## src/rtl/fat_chain_allocator_top_assert.svh

```systemverilog
// assertion macros for the chain allocator
// used by fat_chain_allocator_top; no other dependencies
`ifndef FAT_CHAIN_ALLOCATOR_TOP_ASSERT_SVH
`define FAT_CHAIN_ALLOCATOR_TOP_ASSERT_SVH
`ifndef SYNTHESIS
// same-cycle implication, off during reset
`define FCA_ASSERT_IMPLY(label, clk, rst, ante, cons) \
  label: assert property (@(posedge clk) disable iff (rst) (ante) |-> (cons)) \
    else $error("fca assertion failed");
// next-cycle implication, off during reset
`define FCA_ASSERT_NEXT(label, clk, rst, ante, cons) \
  label: assert property (@(posedge clk) disable iff (rst) (ante) |=> (cons)) \
    else $error("fca assertion failed");
`else
`define FCA_ASSERT_IMPLY(label, clk, rst, ante, cons)
`define FCA_ASSERT_NEXT(label, clk, rst, ante, cons)
`endif
`endif

```

## src/rtl/fca_ram.sv

```systemverilog
// generic simple dual-port ram: one write port, one registered read port
// no dependencies
module fca_ram #(
  parameter int WIDTH = 8,
  parameter int DEPTH = 16
) (
  input  logic                     clk,
  input  logic                     we,
  input  logic [$clog2(DEPTH)-1:0] waddr,
  input  logic [WIDTH-1:0]         wdata,
  input  logic [$clog2(DEPTH)-1:0] raddr,
  output logic [WIDTH-1:0]         rdata
);

  logic [WIDTH-1:0] mem [DEPTH];

  // write port
  always_ff @(posedge clk) begin
    if (we) begin
      mem[waddr] <= wdata;
    end
  end

  // registered read port
  always_ff @(posedge clk) begin
    rdata <= mem[raddr];
  end

endmodule

```

## config.mk

```make
export PLATFORM = sky130hd
export DESIGN_NAME = fca_ram
export DESIGN_NICKNAME = d
export VERILOG_FILES = /design/src/rtl/fat_chain_allocator_top_assert.svh /design/src/rtl/fca_ram.sv
export SDC_FILE = /design/constraint.sdc
export NUM_CORES = 1
export LEC_CHECK = 0
export ABC_AREA = 1
export BUFFER_PORTS_ARGS = -buffer_cell sky130_fd_sc_hd__buf_2
export CAP_MARGIN = 20
export CORE_UTILIZATION = 60
export DETAILED_ROUTE_END_ITERATION = 16
export PLACE_DENSITY = 0.77
export SYNTH_ARGS = -nofsm -noshare
export SYNTH_HDL_FRONTEND = slang
export SYNTH_SLANG_ARGS = --single-unit
```

## constraint.sdc

```tcl
create_clock -name clk -period 1.33 [get_ports clk]
set_input_delay 0.133 -clock clk [delete_from_list [all_inputs] [get_ports clk]]
set_output_delay 0.133 -clock clk [all_outputs]
set_load 0.1 [all_outputs]
```

* Word level (Yosys, flattened, before mapping)
Memories as Yosys holds them, arrays and structs flattened. A register that Yosys moved wholly into a read port is not among the register bits. Cells that the tools add are included.
Operators by class: multiplexer cells 2
Operator list (count):
- two-way mux 1 bit | 2
Word-level totals: word-level logic and storage cells 3, bits of input ports 18, bits in registers 0, RAM bits 128, output and inout bits 8, memories kept 1
Memories:
- mem | words 16, bits a word 8, read ports 1, clocked after memory_dff 1, write ports 1, line fca_ram.sv:15 | logic [WIDTH-1:0] mem [DEPTH];

* Longest topological paths before layout
Gate-level depths: netlist (run 1).
depth after elaboration 2, mapped depth 8, mapped depth without buffers 7

* Worst setup path after synthesis (run 1)
Ideal clock, no wire load.
path type input port to flip-flop, from in waddr[2], to mem mem[10][0] (enable), data arrival time 0.714 ns, data required time 0.960 ns, setup slack 0.246 ns, path buffers 0, cell stages on the path 2, library setup time 0.370 ns, path through nand3b_1 nor2_1
RTL lines:
- from (decl) | line fca_ram.sv:9 | input logic [$clog2(DEPTH)-1:0] waddr,
- to (decl) | line fca_ram.sv:15
No word-level cell before the write port.

* Worst setup path in the final report (run 1)
from reg rdata[6], read port of mem, to out rdata[6]
RTL lines:
- from (decl) | line fca_ram.sv:12 | output logic [WIDTH-1:0] rdata
No word-level cell between the ends.

==> run metrics, run 1 <==
design area 6770 um2; setup_tns 0 ns; Seq/Total Area, Yosys 69.4%; Fmax achieved 790 MHz; Synth area leader edfxtp_1; syn_nets 569; Rows 35; number of synthesized flops with an enable pin roughly 130; first-pass GRT wire length 19,900 um; slowest cell delay on critical path 0.32 ns; drt first-iter violations 327; ys flop type edfxtp_1; Final Setup Violations 0; crit path capture type output port; Ports 26; Synth cell types 12; Storage cell area 4000 um2; number of remaining DRC errors 0; die width 100 um; Starting Density 62.1%; crit path buf inv count 1; DIE AREA roughly 10,000 um2; Synth async-reset ratio 0%; status completed; Placer Congestion 0.889; fillers 623; CTS root buffer clkbuf_8; multi-input logic area 1210 um2; Commonest cells post-synth nand2_1, edfxtp_1, inv_1, nand3_1, nor2_1; clk_skew 0.0124 ns; WS Path Type reg2out; Hold Worst Slack around 0.017 ns; Detailed Routing Iterations Pass 1 6; core area 9280 um2; Worst slew margin 74.8%; I/O Buffers 25; WP data required about 1.2 ns; GRT overflow 0; CTS max path bufs 2; pre-CTS WS 0.0814 ns; vias in the first global route 3,848; synth warn 0; Worst VDD drop 0.926 mV; final std cells w/o fill around 740; Cell Chain, Critical Path buf_4; Max Slew Vio Count 0; post-synthesis average cell area roughly 10 um2; most common cell in the netlist nand2_1; H-tree depth 4; clk_lat worst skew 0.52 ns; unrepaired setup endpoints after global routing false; family with the most delay on the worst path flip-flops; overall routing resource usage 27.8%; Pleak 2.96 nW; Max-Cap Viols 0; worst hold-check path type in2reg; Final Hold Vio Count 0; layout cells sized above 1 13.4%; Final WS setup 0.0635 ns; Syn Inst Count 551; number of diodes 0; fin crit share 95.2%; measured slew at the worst slew-check pin 0.378 ns; cts bufs inserted 17; critical path startpoint category flop; DR vias/cell 5.34; WL final 12,500 um; crit-path max FO 1; Clock transition at path regs 0.06 ns; Chip Height 100 um; initial antenna violation count 0; pin count of the biggest net entering global routing 65; HPWL Detailed roughly 7800 um; Synth Register Bits 136; ANT nets after route 0; Avg WL per Cell approximately 17 um; Mapped Area 5770 um2; placed instance area just over 6000 um2; clk sinks 136; critical path's slowest cell dfxtp_1; Area contributors post-synth edfxtp_1, nand2_1, nand3_1; Nets 615; cell count after placement between 700 and 800; DR vias 3,947; Area Growth Syn to Fin 17.4%; shortest period the worst path allows 1.27 ns; Power Dens Cells 1550 nW/um2; top-area cell type share of the netlist area about 67%; flop2flop setup slack 0.26 ns; TritonCTS clock tree done; crit path DAT 1.13 ns
==> cell type report <==
type                    instances  share of cell area, %
flip-flops and latches        136                   59.1
multi-input cells             289                   17.9
clock buffers                  18                   6.17
repair buffers                 51                   5.86
inverters                     102                   5.65
clock inverters                14                   2.88
well taps                     129                   2.38
==> stage by stage <==
stage / power, W / utilization (%)
finish: 0.0105 / 72.9
global route: 0.0108 / 72.9
CTS: 0.0105 / 72.9
detailed placement: 0.00571 / 66.0
global placement: 0.00568 / 66.0
floorplan: 0.00545 / -
==> routing by layer <==
layer	part of all wire, %	GRT usage [%]	vias up
met5	0	0	-
met4	3.7	14.7	0
met3	8.0	5.78	40
met2	50	46.0	210
met1	38	34.9	1834
li1	-	-	1863
==> cell usage in the layout (no fill, tap or decap), types with 2 or more instances in the layout <==
cell type	n
buf_12	4
buf_2	17
buf_4	28
bufinv_16	4
clkbuf_16	16
clkinvlp_4	3
dfxtp_1	8
edfxtp_1	128
inv_1	100
inv_2	2
inv_6	4
nand2_1	173
nand3_1	97
nand3b_1	2
nor2_1	17
==> where the power goes <==
group          switching [W]  internal [W]  leakage (nW)
clock network        0.00177       0.00306         0.290
logic               0.000613      0.000211          1.45
registers          0.0000289       0.00479          1.22
==> worst paths after layout <==
kind	start	to	depth (start not counted)
max	rdata[6]	rdata[6]	1
min reg2reg	mem[10][0]	rdata[0]	6
max reg2reg	mem[7][6]	rdata[6]	6
min	wdata[3]	mem[10][3]	1
==> flip-flops by register name (all words and copies together) (netlist names) <==
| signal | flops |
|---|---|
| rdata | 8 |
| mem | 128 |
==> logic make-up after synthesis <==
family	share of synthesized area [%]
flops	69.4
buf+inv	9.52
simple gates	21.0
==> what timing repair did <==
| item | CTS | global route |
|---|---|---|
| buffers inserted | 0 | 0 |
| hold buffers | 1 | 0 |
| endpoints found under the setup margin | 8 | 0 |
| hold endpoints to repair | 6 | 0 |
| resized for setup | 9 | 0 |
Power figures use the tool's default switching activity.
==> run 2, diff against run 1 <==
--- a/config.mk
+++ b/config.mk
@@ -8,9 +8,10 @@
 export ABC_AREA = 1
 export BUFFER_PORTS_ARGS = -buffer_cell sky130_fd_sc_hd__buf_2
 export CAP_MARGIN = 20
-export CORE_UTILIZATION = 60
+export CORE_ASPECT_RATIO = 0.8
+export CORE_UTILIZATION = 35
 export DETAILED_ROUTE_END_ITERATION = 16
-export PLACE_DENSITY = 0.77
+export PLACE_DENSITY = 0.49
 export SYNTH_ARGS = -nofsm -noshare
 export SYNTH_HDL_FRONTEND = slang
 export SYNTH_SLANG_ARGS = --single-unit
==> run 2 against run 1 <==
Count of clock-buffer cells in the layout grew 3; sequential share of layout area shrank 0.77 points; via count shrank 2.8%; sequential power is essentially flat; register-to-register slack gained 0.07 ns; cell area grew 1.3%; clock skew shrank 0.0051 ns; worst hold slack gained 0.090 ns; critical path type unchanged; largest cell class unchanged; largest power group is now sequential cells.
==> run metrics, run 2 (synthesis results as in run 1) <==
overall routing resource usage 17.1% (-11 points); critical path's slowest cell buf_2; Detailed Routing Iterations Pass 1 5 (-1); Reg2Reg Depth 6 (unchanged); Clock power frac 45.0% (-1.1 points); WS Path Type reg2out; Area Growth Syn to Fin 19.0%; TritonCTS clock tree done; # hold bufs at CTS 0 (-1); number of instances resized during post-cts repair 4 (-5); DR vias/cell 4.64 (-13%); crit path DAT 1.14 ns (about the same); vias in the first global route 3,791 (-1.5%); cts bufs inserted 17 (unchanged); Nets 617 (+0.33%); Hold Path Sink rdata[6]; Avg WL per Cell 16.1 um (-4.7%); status completed; most common cell after layout, fill and taps aside nand2_1; largest reg by FF count mem; most frequent cells in the layout nand2_1, edfxtp_1, inv_1; Cell Chain, Critical Path buf_2; I/O Buffers 25 (unchanged); postcts setup bufs 0 (unchanged); crit path capture type output port; Net Sw Frac 22.8% (-0.30 points); Pleak 2.97 nW (+0.14%); number of remaining DRC errors 0 (unchanged); critical path startpoint category flop; clk_lat worst skew 0.42 ns (-0.10 ns); CTS root buffer clkbuf_16; layout cells sized above 1 13.2% (-0.21 points); Chip Height 117 um (+17%); Tot Pwr 0.0103 W (-2.1%); Pint 0.00792 W (-1.8%); core area 16,000 um2 (+72%); Starting Density 36.1% (-26 points); Power Dens Cells 1490 nW/um2 (-3.4%); worst hold-check path type in2reg; pin count of the biggest net entering global routing 33 (-49%); max FFs per register 128 (unchanged); placed instance area 6280 um2 (+2.5%); Logic pwr share 7.9% (about the same); Max Slew Vio Count 0 (unchanged); Regs by FF count mem (128), rdata (8); fin crit share 95.6% (+0.33 points); setup_tns 0 ns (unchanged); DIE AREA 17,000 um2 (+70%); HPWL Detailed 8730 um (+12%); H-tree depth 4 (unchanged); initial antenna violation count 0 (unchanged); Fmax achieved 787 MHz (-0.35%); clk_skew 0.00738 ns (-0.00507 ns); Worst R2R End rdata[4]; Final Hold Vio Count 0 (unchanged); WP data required 1.20 ns (about the same); measured slew at the worst slew-check pin 0.490 ns (+0.112 ns); slowest cell delay on critical path 0.42 ns (+0.10 ns); Placer Congestion 0.789 (-11%); design area 6860 um2 (+1.3%); clk sinks 136 (unchanged); drt first-iter violations 229 (-30%); crit-path max FO 1 (unchanged); Rows 41 (+17%); Final Setup Violations 0 (unchanged); Clock transition at path regs 0.05 ns (about the same); RR Startpoint mem[1][4]; first-pass GRT wire length 21,100 um (+6.3%); sequential power share 47.0% (+1.0 points); ANT nets after route 0 (unchanged); shortest period the worst path allows 1.27 ns (+0.00441 ns); WHS Path Cells 3 (+2); WL final 13,300 um (+6.6%); crit path buf inv count 1 (unchanged); CTS max path bufs 2 (unchanged); Worst slew margin 67.6% (-7.3 points); Worst VDD drop 0.934 mV (+0.87%); Ports 26 (unchanged); DR vias 3,835 (-2.8%); Max-Cap Viols 0 (unchanged); Switch Pwr 0.00233 W (-3.4%); flop2flop setup slack 0.33 ns (+0.07 ns); Hold Startpoint raddr[3]; number of diodes 0 (unchanged); unrepaired setup endpoints after global routing false; die width 146 um (+45%); family with the most delay on the worst path buffers and inverters; GRT overflow 0 (unchanged)
[run 2: cell count changes in the layout (fill, tap and decap cells not counted), sizes merged]
cell and change:
dlygate4sd3 -1, clkbuf +3, bufinv -1, clkinv +4, buf +3, inv -4, clkinvlp -2
[run 2: final cells by class]
type / instances / area, um2
clock buffers: 21 / 440
fillers: 1541 / 9090
clock inverters: 11 / 130
inverters: 102 / 383
flip-flops and latches: 136 / 4000
repair buffers: 53 / 420
multi-input cells: 289 / 1210
well taps: 215 / 269
[run 2: metrics by stage]
stage | worst slack [ns] | hold WS (ns) | std cells | utilization, %
after floorplan | 0.246 | 0.232 | 551 | -
after detailed placement | 0.0758 | 0.518 | 795 | 39.4
after global placement | 0.0882 | 0.515 | 795 | 39.4
after CTS | 0.0431 | 0.0839 | 827 | 43.0
final | 0.0591 | 0.106 | 827 | 43.0
after global routing | 0.0226 | 0.105 | 827 | 43.0
[run 2: per-layer routing]
metal | vias up | part of all wire, % | GRT usage, %
met1 | 1864 | 50 | 24.0
met3 | 14 | 3.8 | 3.60
met5 | - | 0 | 0
met4 | 0 | 1.2 | 5.96
li1 | 1871 | - | -
met2 | 86 | 45 | 26.7
[run 2: power by group through the flow]
stage	Combinational (W)	Sequential, W	Clock, W
floorplan	0.000338	0.00511	0
global placement	0.000811	0.00491	0
detailed placement	0.000817	0.00491	0
CTS	0.000828	0.00482	0.00469
global route	0.000896	0.00483	0.00484
finish	0.000814	0.00482	0.00461
[run 2: how the worst max path moves through the flow]
stage	slack (ns)	from	cells past startpoint	to
after floorplan	0.25	waddr[2]	2	mem[10][0]
after global placement	0.09	raddr[0]	8	rdata[4]
after detailed placement	0.08	raddr[0]	8	rdata[4]
after global routing	0.02	rdata[0]	1	rdata[0]
after CTS	0.04	rdata[4]	1	rdata[4]
final	0.06	rdata[4]	1	rdata[4]
==> run 3, diff against run 2 <==
--- a/config.mk
+++ b/config.mk
@@ -6,9 +6,9 @@
 export NUM_CORES = 1
 export LEC_CHECK = 0
 export ABC_AREA = 1
-export BUFFER_PORTS_ARGS = -buffer_cell sky130_fd_sc_hd__buf_2
+export BUFFER_PORTS_ARGS = -buffer_cell sky130_fd_sc_hd__buf_4
 export CAP_MARGIN = 20
-export CORE_ASPECT_RATIO = 0.8
+export CORE_ASPECT_RATIO = 0.5
 export CORE_UTILIZATION = 35
 export DETAILED_ROUTE_END_ITERATION = 16
 export PLACE_DENSITY = 0.49
==> run 3 against run 2 <==
Via count shrank 1.5%; largest cell class unchanged; largest power group is now clock; sequential share of layout area fell by 1.1 points; highest routed layer unchanged; first-iteration DRC count rose by 9.6%; non-clock buffer count down 1; register-to-register slack got worse by 0.07 ns; clock skew up 0.0052 ns; critical path depth unchanged; worst hold slack worse by 0.048 ns; cell area rose by 1.9%; clock power is 9.1% higher.
==> run metrics, run 3 (synthesis results as in run 1) <==
HPWL Detailed 8660 um (-0.83%); WP data required 1.20 ns (about the same); Placer Congestion 0.774 (-1.8%); crit path buf inv count 1 (unchanged); TritonCTS clock tree done; I/O Buffers 25 (unchanged); Regs by FF count mem (128), rdata (8); CTS root buffer clkbuf_16; WS Path Type reg2out; critical path's slowest cell dfxtp_1; ANT nets after route 0 (unchanged); DR vias 3,778 (-1.5%); Power Dens Cells 1530 nW/um2 (+2.6%); Final Hold Vio Count 0 (unchanged); Starting Density 36.6% (+0.50 points); Worst slew margin 77.9% (+10 points); Final Setup Violations 0 (unchanged); Rows 32 (-22%); fin crit share 91.2% (-4.3 points); Cell Chain, Critical Path buf_4; Max-Cap Viols 0 (unchanged); Clock transition at path regs 0.06 ns (about the same); first-pass GRT wire length 21,500 um (+1.7%); largest reg by FF count mem; DR vias/cell 4.54 (-2.1%); setup_tns 0 ns (unchanged); overall routing resource usage 17.6% (+0.43 points); max FFs per register 128 (unchanged); layout cells sized above 1 13.9% (+0.68 points); Max Slew Vio Count 0 (unchanged); Pleak 3.01 nW (+1.5%); final std cells w/o fill 832 (+0.60%); crit path DAT 1.08 ns (-0.06 ns); cts bufs inserted 17 (unchanged); postcts setup bufs 0 (unchanged); Detailed Routing Iterations Pass 1 4 (-1); Ports 26 (unchanged); Net Sw Frac 23.2% (+0.39 points); sequential power share 45.0% (-2.0 points); Pint 0.00824 W (+4.0%); vias in the first global route 3,691 (-2.6%); status completed; number of remaining DRC errors 0 (unchanged); Logic pwr share 8.1% (+0.2 points); slowest cell delay on critical path 0.37 ns (-0.05 ns); WL final 13,800 um (+3.9%); Worst VDD drop 0.947 mV (+1.5%); Chip Height 92.8 um (-21%); GRT overflow 0 (unchanged); critical path startpoint category flop; shortest period the worst path allows 1.21 ns (-0.0578 ns); clk_skew 0.0126 ns (+0.00523 ns); Avg WL per Cell 16.6 um (+3.3%); DIE AREA 17,000 um2 (+0.17%); crit path capture type output port; Switch Pwr 0.00248 W (+6.4%); pin count of the biggest net entering global routing 37 (+12%); Clock power frac 47.0% (+2.0 points); H-tree depth 4 (unchanged); drt first-iter violations 251 (+9.6%); die width 184 um (+26%); cell count after placement 800 (+0.63%); CTS max path bufs 2 (unchanged); number of instances resized during post-cts repair 0 (-4); family with the most delay on the worst path flip-flops; Area Growth Syn to Fin 21.2%; Nets 616 (-0.16%); fillers 1,466 (-4.9%); Fmax achieved 824 MHz (+4.8%); most common cell after layout, fill and taps aside nand2_1; core area 15,700 um2 (-1.4%); # hold bufs at CTS 0 (unchanged); clk_lat worst skew 0.41 ns (about the same); most frequent cells in the layout nand2_1, edfxtp_1, inv_1; Tot Pwr 0.0107 W (+4.6%); clk sinks 136 (unchanged); number of diodes 0 (unchanged); initial antenna violation count 0 (unchanged); crit-path max FO 1 (unchanged); unrepaired setup endpoints after global routing false; measured slew at the worst slew-check pin 0.332 ns (-0.158 ns); worst hold-check path type in2reg
==> run 3: path summary, 6_finish.rpt <==
kind / start / endpoint / slack [ns] / cells past startpoint
worst max register to register: mem[15][3] / rdata[3] / 0.26 / 6
worst min-delay path: wdata[2] / mem[11][2] / 0.06 / 1
worst max-delay path: rdata[4] / rdata[4] / 0.12 / 1
worst min register to register: mem[12][1] / rdata[1] / 0.68 / 6
==> run 3: layout make-up <==
cell class / count / area, um2 / area share, %
flip-flops and latches: 136 / 4000 / 57.3
clock inverters: 13 / 193 / 2.76
multi-input cells: 289 / 1210 / 17.4
clock buffers: 19 / 443 / 6.34
inverters: 102 / 383 / 5.48
well taps: 221 / 277 / 3.96
repair buffers: 52 / 478 / 6.84
==> run 3: power groups by stage <==
stage                     logic (W)  registers [W]  clock network (W)
after floorplan            0.000338        0.00511                  0
after detailed placement   0.000872        0.00491                  0
after CTS                  0.000876        0.00482            0.00513
after global routing       0.000941        0.00483            0.00527
after global placement     0.000870        0.00491                  0
final                      0.000867        0.00482            0.00503
==> run 3: layer usage <==
metal  wire [um]  up-vias  track usage (%)
met5           0        -                0
met1        6680     1817             24.2
met4         161        0             5.76
met3         567       14             3.11
li1            -     1864                -
met2        6430       83             28.1
==> run 3: stage by stage <==
step	hold slack [ns]	setup WS (ns)	utilization [%]	cell area, um2
floorplan	0.232	0.246	-	5770
global placement	0.470	0.0848	40.4	6350
detailed placement	0.474	0.0888	40.4	6350
CTS	0.0511	0.0710	44.4	6990
global route	0.0675	0.0806	44.4	6990
finish	0.0583	0.117	44.4	6990
